`config.mk`:
```
export PLATFORM = sky130hd
export DESIGN_NAME = mst_cell
export DESIGN_NICKNAME = d
export VERILOG_FILES = /design/src/sv/minimum_spanning_tree_engine_assert.svh /design/src/sv/mst_pkg.sv /design/src/sv/mst_cell.sv
export SDC_FILE = /design/constraint.sdc
export NUM_CORES = 1
export LEC_CHECK = 0
export BUFFER_PORTS_ARGS = -buffer_cell sky130_fd_sc_hd__buf_4
export CAP_MARGIN = 20
export CORE_MARGIN = 1
export CORE_UTILIZATION = 50
export CTS_BUF_LIST = sky130_fd_sc_hd__clkbuf_8
export CTS_CLUSTER_DIAMETER = 200
export CTS_CLUSTER_SIZE = 8
export DETAILED_ROUTE_END_ITERATION = 8
export GPL_TIMING_DRIVEN = 0
export PLACE_DENSITY_LB_ADDON = 0.05
export SYNTH_ARGS = -nofsm -noshare
export SYNTH_HDL_FRONTEND = slang
export SYNTH_SLANG_ARGS = --single-unit
export TNS_END_PERCENT = 10
```
`constraint.sdc`:
```
create_clock -name clk -period 2.95 [get_ports clk]
set_clock_uncertainty 0.15 [all_clocks]
set_input_delay 0.295 -clock clk [delete_from_list [all_inputs] [get_ports clk]]
set_output_delay 0.295 -clock clk [all_outputs]
set_load 0.01 [all_outputs]
```
`src/sv/minimum_spanning_tree_engine_assert.svh`:
```
// Assertion macros shared by the minimum spanning tree engine.
`ifndef MINIMUM_SPANNING_TREE_ENGINE_ASSERT_SVH
`define MINIMUM_SPANNING_TREE_ENGINE_ASSERT_SVH

// The condition must never hold once out of reset.
`define MST_ASSERT_NEVER(lbl, clk, rst_n, cond, msg) \
  lbl: assert property (@(posedge clk) disable iff (!rst_n) !(cond)) else $error(msg);

// Whenever the antecedent holds, the consequent holds in the same cycle.
`define MST_ASSERT_IMPL(lbl, clk, rst_n, ante, cons, msg) \
  lbl: assert property (@(posedge clk) disable iff (!rst_n) (ante) |-> (cons)) \
    else $error(msg);

`endif

```
`src/sv/mst_pkg.sv`:
```
package mst_pkg;

  // Defaults for the top-level parameters.
  localparam int MAX_NODES_DEF   = 1024;
  localparam int MAX_EDGES_DEF   = 4096;
  localparam int WEIGHT_BITS_DEF = 20;

  // Fixed field widths of the channels.
  localparam int NODE_W  = 10;
  localparam int W_W     = 20;
  localparam int TOTAL_W = 30;
  localparam int CFG_W   = 11;

  // One edge as it travels along the sorting chain.
  typedef struct packed {
    logic              v;
    logic [W_W-1:0]    w;
    logic [NODE_W-1:0] a;
    logic [NODE_W-1:0] b;
  } edge_t;

endpackage

```
`src/sv/mst_cell.sv`:
```
module mst_cell (
  input  logic          clk,
  input  logic          rst_n,
  input  logic          pop,
  input  mst_pkg::edge_t carry_in,
  input  mst_pkg::edge_t next_held,
  output mst_pkg::edge_t carry_out,
  output mst_pkg::edge_t held
);

  mst_pkg::edge_t held_r, held_nxt;
  mst_pkg::edge_t carry_r, carry_nxt;

  // Keep the lighter of the held and the arriving edge, pass the heavier on.
  // On a tie the arriving edge moves on, so earlier edges stay in front.
  // A pop shifts the whole row one place towards the head.
  always_comb begin
    held_nxt    = held_r;
    carry_nxt   = carry_in;
    carry_nxt.v = 1'b0;
    if (pop) begin
      held_nxt = next_held;
    end else if (carry_in.v) begin
      if (!held_r.v) begin
        held_nxt = carry_in;
      end else if (carry_in.w < held_r.w) begin
        held_nxt  = carry_in;
        carry_nxt = held_r;
      end else begin
        carry_nxt = carry_in;
      end
    end
  end

  always_ff @(posedge clk) begin
    if (!rst_n) begin
      held_r  <= '0;
      carry_r <= '0;
    end else begin
      held_r  <= held_nxt;
      carry_r <= carry_nxt;
    end
  end

  assign carry_out = carry_r;
  assign held      = held_r;

endmodule
```
==> impl_metrics.tcl, run 1 <==
set metrics [dict create \
    p_leak_nw 2.44 \
    htreeDepth 3 \
    wl_per_cell_microns 16.4 \
    die_y_microns 92.6 \
    fin_setup_tns_ns 0 \
    synth_commonest_cells "dfxtp_1, a21oi_1, nand2_1, o21ai_0" \
    crit_path_start_kind "flip-flop" \
    yosysMostFrequentCell "dfxtp_1" \
    p_per_area_nw_per_um2 503 \
    yosys.area.top_type_share 0.400 \
    synthArstFlopShare 0 \
    cts_tree "done" \
    yosysWarnings 0 \
    fp.dieW_microns 92.6 \
    portBuffers 165 \
    io_pins 167 \
    viasPerCell 5.59 \
    arrival_ns 2.82 \
    final_nets 765 \
    dr.pass1.iters 5 \
    setup.worst_path.start "held[30]" \
    core_area_sq_um 7850 \
    utilization 0.727 \
    postSynthCellCount 483 \
    finalWeightedCongestion 0.806 \
    drt-initial-drc-count 250 \
    status "complete, no violations" \
    fin_ws_ns 0.209 \
    grt_usage 0.297 \
    num_antenna_cells 0 \
    ys.flop_type "dfxtp_1" \
    grt_pass1_wl_microns 20300 \
    synth_cell_types 27 \
    syn2layout_area_growth_pct 39.0 \
    grt_max_degree 15 \
    ys_seq_elements 82 \
    dp_hpwl_microns 9050 \
    layout-drive-gt1-share 0.293 \
    grt_overflow_total 0 \
    hold_buffers 0 \
    tightest_slew_ns 0.579 \
    syn-num-nets 587 \
    p_total_w 0.00287 \
    vdd.ir_drop.worst_uv 238 \
    synth_edf_count 0 \
    antenna_found_initial 0 \
    yosysSeqAreaShare 0.400 \
    clock.fmax_ghz 0.365 \
    clock_latency_ns 0.36 \
    drt_wl_total_microns 12600 \
    critPathMaxFanout 10 \
    ant_nets 0 \
    finalCritPeriodShare 0.929 \
    synth_area_leaders "dfxtp_1, mux2i_1, o211ai_1" \
    num_rows 32 \
    clk_path_buf_depth 2 \
    min_from "next_held[40]" \
    hold_viol 0 \
    place_ws_ns 0.189 \
    timing.rr.start "held[30]" \
    yosysTopAreaCell "dfxtp_1" \
    cts_made_buffers 9 \
    cts_root_buf "clkbuf_8" \
    clkTransAtPathRegs_ns 0.09 \
    setup_viol 0 \
    rsz0062_at_grt "no" \
    crit_path_end_kind "flip-flop" \
    period_needed_ns 2.74 \
    dr_total_vias 4295 \
    drv_slew 0 \
    start_util 0.523 \
    hold_path_class "in -> reg" \
    cts.sinks 82 \
    drv_cap 0 \
    die_area_sq_um 8570 \
    syn_area_per_cell_sq_um 8.49 \
    syn_area_sq_um 4100 \
    first_global_vias 4249 \
    max_slew_margin 0.614 \
    drc 0 \
    crit_type "reg -> reg" \
    required_ns 3.03 \
    hold_ws_ns 0.0259 \
]
## sequential cells by signal (all words and copies together), names as in the netlist
register,cells
carry_out,41
held,41
## final cells by class
cell class | instances | area, sq um
inverters | 21 | 78.8
fillers | 653 | 2150
repair buffers | 167 | 1250
clock inverters | 7 | 93.8
plain buffers | 44 | 203
well taps | 102 | 128
multi-input cells | 336 | 2180
clock buffers | 9 | 124
flip-flops and latches | 82 | 1640
## metal layers
layer,share of wire,routed length (microns),vias to the layer above,GRT usage
li1,-,-,2054,-
met1,0.42,5310,2049,0.374
met2,0.50,6240,180,0.511
met3,0.074,937,12,0.0583
met4,0.0099,125,0,0.0898
met5,0,0,-,0
## layout by cell type, fill, tap and decap left out, types with 2 or more instances in the layout
cell / synthesis / layout
dfxtp_1: 82 / 82
nor2_1: 4 / 4
nand3_1: 42 / 42
clkbuf_8: 0 / 9
ha_1: 19 / 19
o211ai_1: 41 / 41
bufinv_16: 0 / 2
buf_2: 5 / 5
clkbuf_1: 35 / 34
buf_6: 4 / 4
o21ai_0: 43 / 43
nand4_1: 2 / 2
a21oi_1: 48 / 48
inv_1: 20 / 21
mux2i_1: 40 / 40
nand2b_1: 42 / 42
nand2_1: 44 / 44
buf_4: 0 / 167
## through the flow
step / cell area, sq um / std cells
floorplan: 4100 / 483
global placement: 5470 / 750
detailed placement: 5470 / 750
CTS: 5690 / 766
global route: 5700 / 768
finish: 5700 / 768
## worst paths after layout
path	end	slack (ns)	depth (start not counted)
max	held[24]	0.21	11
min	held[40]	0.03	3
max reg2reg	held[24]	0.21	11
min reg2reg	held[4]	0.33	2
## power breakdown
| part | switching, W | internal (W) | leakage (nW) |
|---|---|---|---|
| combinational | 0.000369 | 0.000335 | 1.64 |
| clock | 0.000430 | 0.000477 | 0.111 |
| sequential | 0.0000631 | 0.00119 | 0.683 |
| total | 0.000862 | 0.00201 | 2.44 |
## what timing repair did
item / CTS / global route
setup endpoints to repair: 0 / 35
setup buffers: 0 / 2
gates resized for setup: 0 / 2
## critical path, cell delays in order (launching register included)
cell	delay [ns]
dfxtp_1	0.41
inv_1	0.06
ha_1	0.29
a21o_1	0.16
a221o_1	0.36
a221oi_2	0.30
o211a_1	0.18
buf_2	0.17
a211oi_4	0.08
buf_4	0.17
buf_6	0.15
mux2i_1	0.13
## kinds of logic after synthesis
family          after synthesis  synth area share
flops                        82             0.400
simple gates                139             0.172
fa+ha+maj                    19            0.0580
buf+inv                      65            0.0683
compound gates              138             0.204
mux                          40            0.0976
Power figures use the tool's default switching activity.
==> inputs of run 2 (changes only) <==
--- a/config.mk
+++ b/config.mk
@@ -11,10 +11,11 @@
 export CORE_UTILIZATION = 50
 export CTS_BUF_LIST = sky130_fd_sc_hd__clkbuf_8
 export CTS_CLUSTER_DIAMETER = 200
-export CTS_CLUSTER_SIZE = 8
+export CTS_CLUSTER_SIZE = 30
 export DETAILED_ROUTE_END_ITERATION = 8
 export GPL_TIMING_DRIVEN = 0
 export PLACE_DENSITY_LB_ADDON = 0.05
+export SETUP_SLACK_MARGIN = 0.5
 export SYNTH_ARGS = -nofsm -noshare
 export SYNTH_HDL_FRONTEND = slang
 export SYNTH_SLANG_ARGS = --single-unit
==> impl_metrics.tcl, run 2 (same netlist as run 1, synthesis figures left out) <==
set metrics [dict create \
    finalCritPeriodShare 0.854 \
    mostFrequentLayoutCells "buf_4, dfxtp_1, a21oi_1" \
    grt_usage 0.311 \
    drt_wl_total_microns 13400 \
    top_layer_used "met4" \
    first_global_vias 4318 \
    met1_length_microns 5410 \
    met2WireLength_microns 6660 \
    clk_path_buf_depth 2 \
    p_per_area_nw_per_um2 482 \
    dr_total_vias 4426 \
    crit_path_end_kind "flip-flop" \
    period_needed_ns 2.52 \
    clock_latency_ns 0.36 \
    cts_root_buf "clkbuf_8" \
    num_antenna_cells 0 \
    cts_tree "done" \
    ant_nets 0 \
    vdd.ir_drop.worst_uv 265 \
    cts_made_buffers 9 \
    syn2layout_area_growth_pct 44.1 \
    clkTransAtPathRegs_ns 0.08 \
    tightest_slew_ns 0.634 \
    drv_cap 0 \
    core_area_sq_um 7850 \
    finalWeightedCongestion 0.816 \
    max_slew_margin 0.577 \
    drt-initial-drc-count 200 \
    setup_viol 0 \
    post_dp_cell_area_sq_um 5470 \
    rsz0062_at_grt "yes" \
    required_ns 3.08 \
    drv_slew 0 \
    hold_buffers 0 \
    cts.sinks 82 \
    grt_overflow_total 0 \
    fin_setup_tns_ns 0 \
    portBuffers 165 \
    critPathMaxFanout 10 \
    path_cells "inv_1, ha_4, nand2_1, nor3_2, nand3_1, o211a_1, buf_6, a211oi_4, buf_6, buf_12, mux2i_1" \
    hold_path_class "in -> reg" \
    start_util 0.523 \
    hold_viol 0 \
    design_area_sq_um 5910 \
    viasPerCell 5.67 \
    path_common_cell "buf_6" \
    grt_pass1_wl_microns 20900 \
    cp_slowest_cell "dfxtp_2" \
    antenna_found_initial 0 \
    io_pins 167 \
    final_common_cell "buf_4" \
    status "complete, no violations" \
    p_leak_nw 2.52 \
    clock.fmax_ghz 0.397 \
    final_nets 777 \
    arrival_ns 2.64 \
    dp_hpwl_microns 9350 \
    drc 0 \
    crit_path_start_kind "flip-flop" \
    dr.pass1.iters 5 \
    die_y_microns 92.6 \
    fill_cells 608 \
    fp.dieW_microns 92.6 \
    grt_max_degree 14 \
    die_area_sq_um 8570 \
    crit_type "reg -> reg" \
    dr_wl_met3_microns 1090 \
    wl_per_cell_microns 17.2 \
    layout-drive-gt1-share 0.342 \
    htreeDepth 3 \
    critPathMaxStageDelay_ns 0.36 \
    num_rows 32 \
]
==> run 2: worst max-delay path, delay by kind of cell (launching register included) <==
family / cells / cell delay, ns
buf+inv: 4 / 0.55
mux: 1 / 0.19
flops: 1 / 0.36
fa+ha+maj: 1 / 0.27
compound gates: 2 / 0.50
simple gates: 3 / 0.42
==> run 2: routing by layer <==
metal / GRT usage / vias up
met5: 0 / -
met4: 0.125 / 0
met3: 0.0624 / 22
met2: 0.538 / 220
met1: 0.375 / 2105
li1: - / 2079
==> run 2: through the flow <==
| stage | setup WS, ns | instances | power (W) | hold slack, ns | util |
|---|---|---|---|---|---|
| CTS | 0.484 | 775 | 0.00281 | 0.0202 | 0.740 |
| global route | 0.320 | 780 | 0.00297 | 0.0488 | 0.753 |
| global placement | 0.261 | 750 | 0.00196 | 0.311 | 0.697 |
| floorplan | 0.518 | 483 | 0.00164 | 0.288 | - |
| finish | 0.432 | 780 | 0.00285 | 0.0252 | 0.753 |
| detailed placement | 0.247 | 750 | 0.00198 | 0.328 | 0.697 |
==> run 2: layout make-up <==
| type | count | area, sq um | share of cell area |
|---|---|---|---|
| plain buffers | 44 | 241 | 0.0409 |
| clock buffers | 9 | 124 | 0.0210 |
| clock inverters | 7 | 61.3 | 0.0104 |
| inverters | 21 | 78.8 | 0.0133 |
| multi-input cells | 336 | 2250 | 0.380 |
| flip-flops and latches | 82 | 1660 | 0.280 |
| well taps | 102 | 128 | 0.0216 |
| repair buffers | 179 | 1370 | 0.232 |
==> run 2: where the power goes <==
group	switching [W]	total [W]	internal, W
registers	0.0000590	0.00126	0.00120
logic	0.000400	0.000783	0.000383
clock network	0.000425	0.000808	0.000383
total	0.000884	0.00285	0.00196
==> run 2: final timing paths <==
kind	start	to	slack [ns]	cells past startpoint
hold reg to reg	held[11]	carry_out[11]	0.34	2
hold / removal	next_held[40]	held[40]	0.03	3
setup reg to reg	held[33]	held[27]	0.43	11
setup / recovery	held[33]	held[27]	0.43	11
==> run 2: repair_timing <==
item                                    CTS  global route
endpoints found under the setup margin   80            80
pin swaps                                 5             1
cloned                                    1             1
resized for setup                        26            17
setup buffers                             8             4
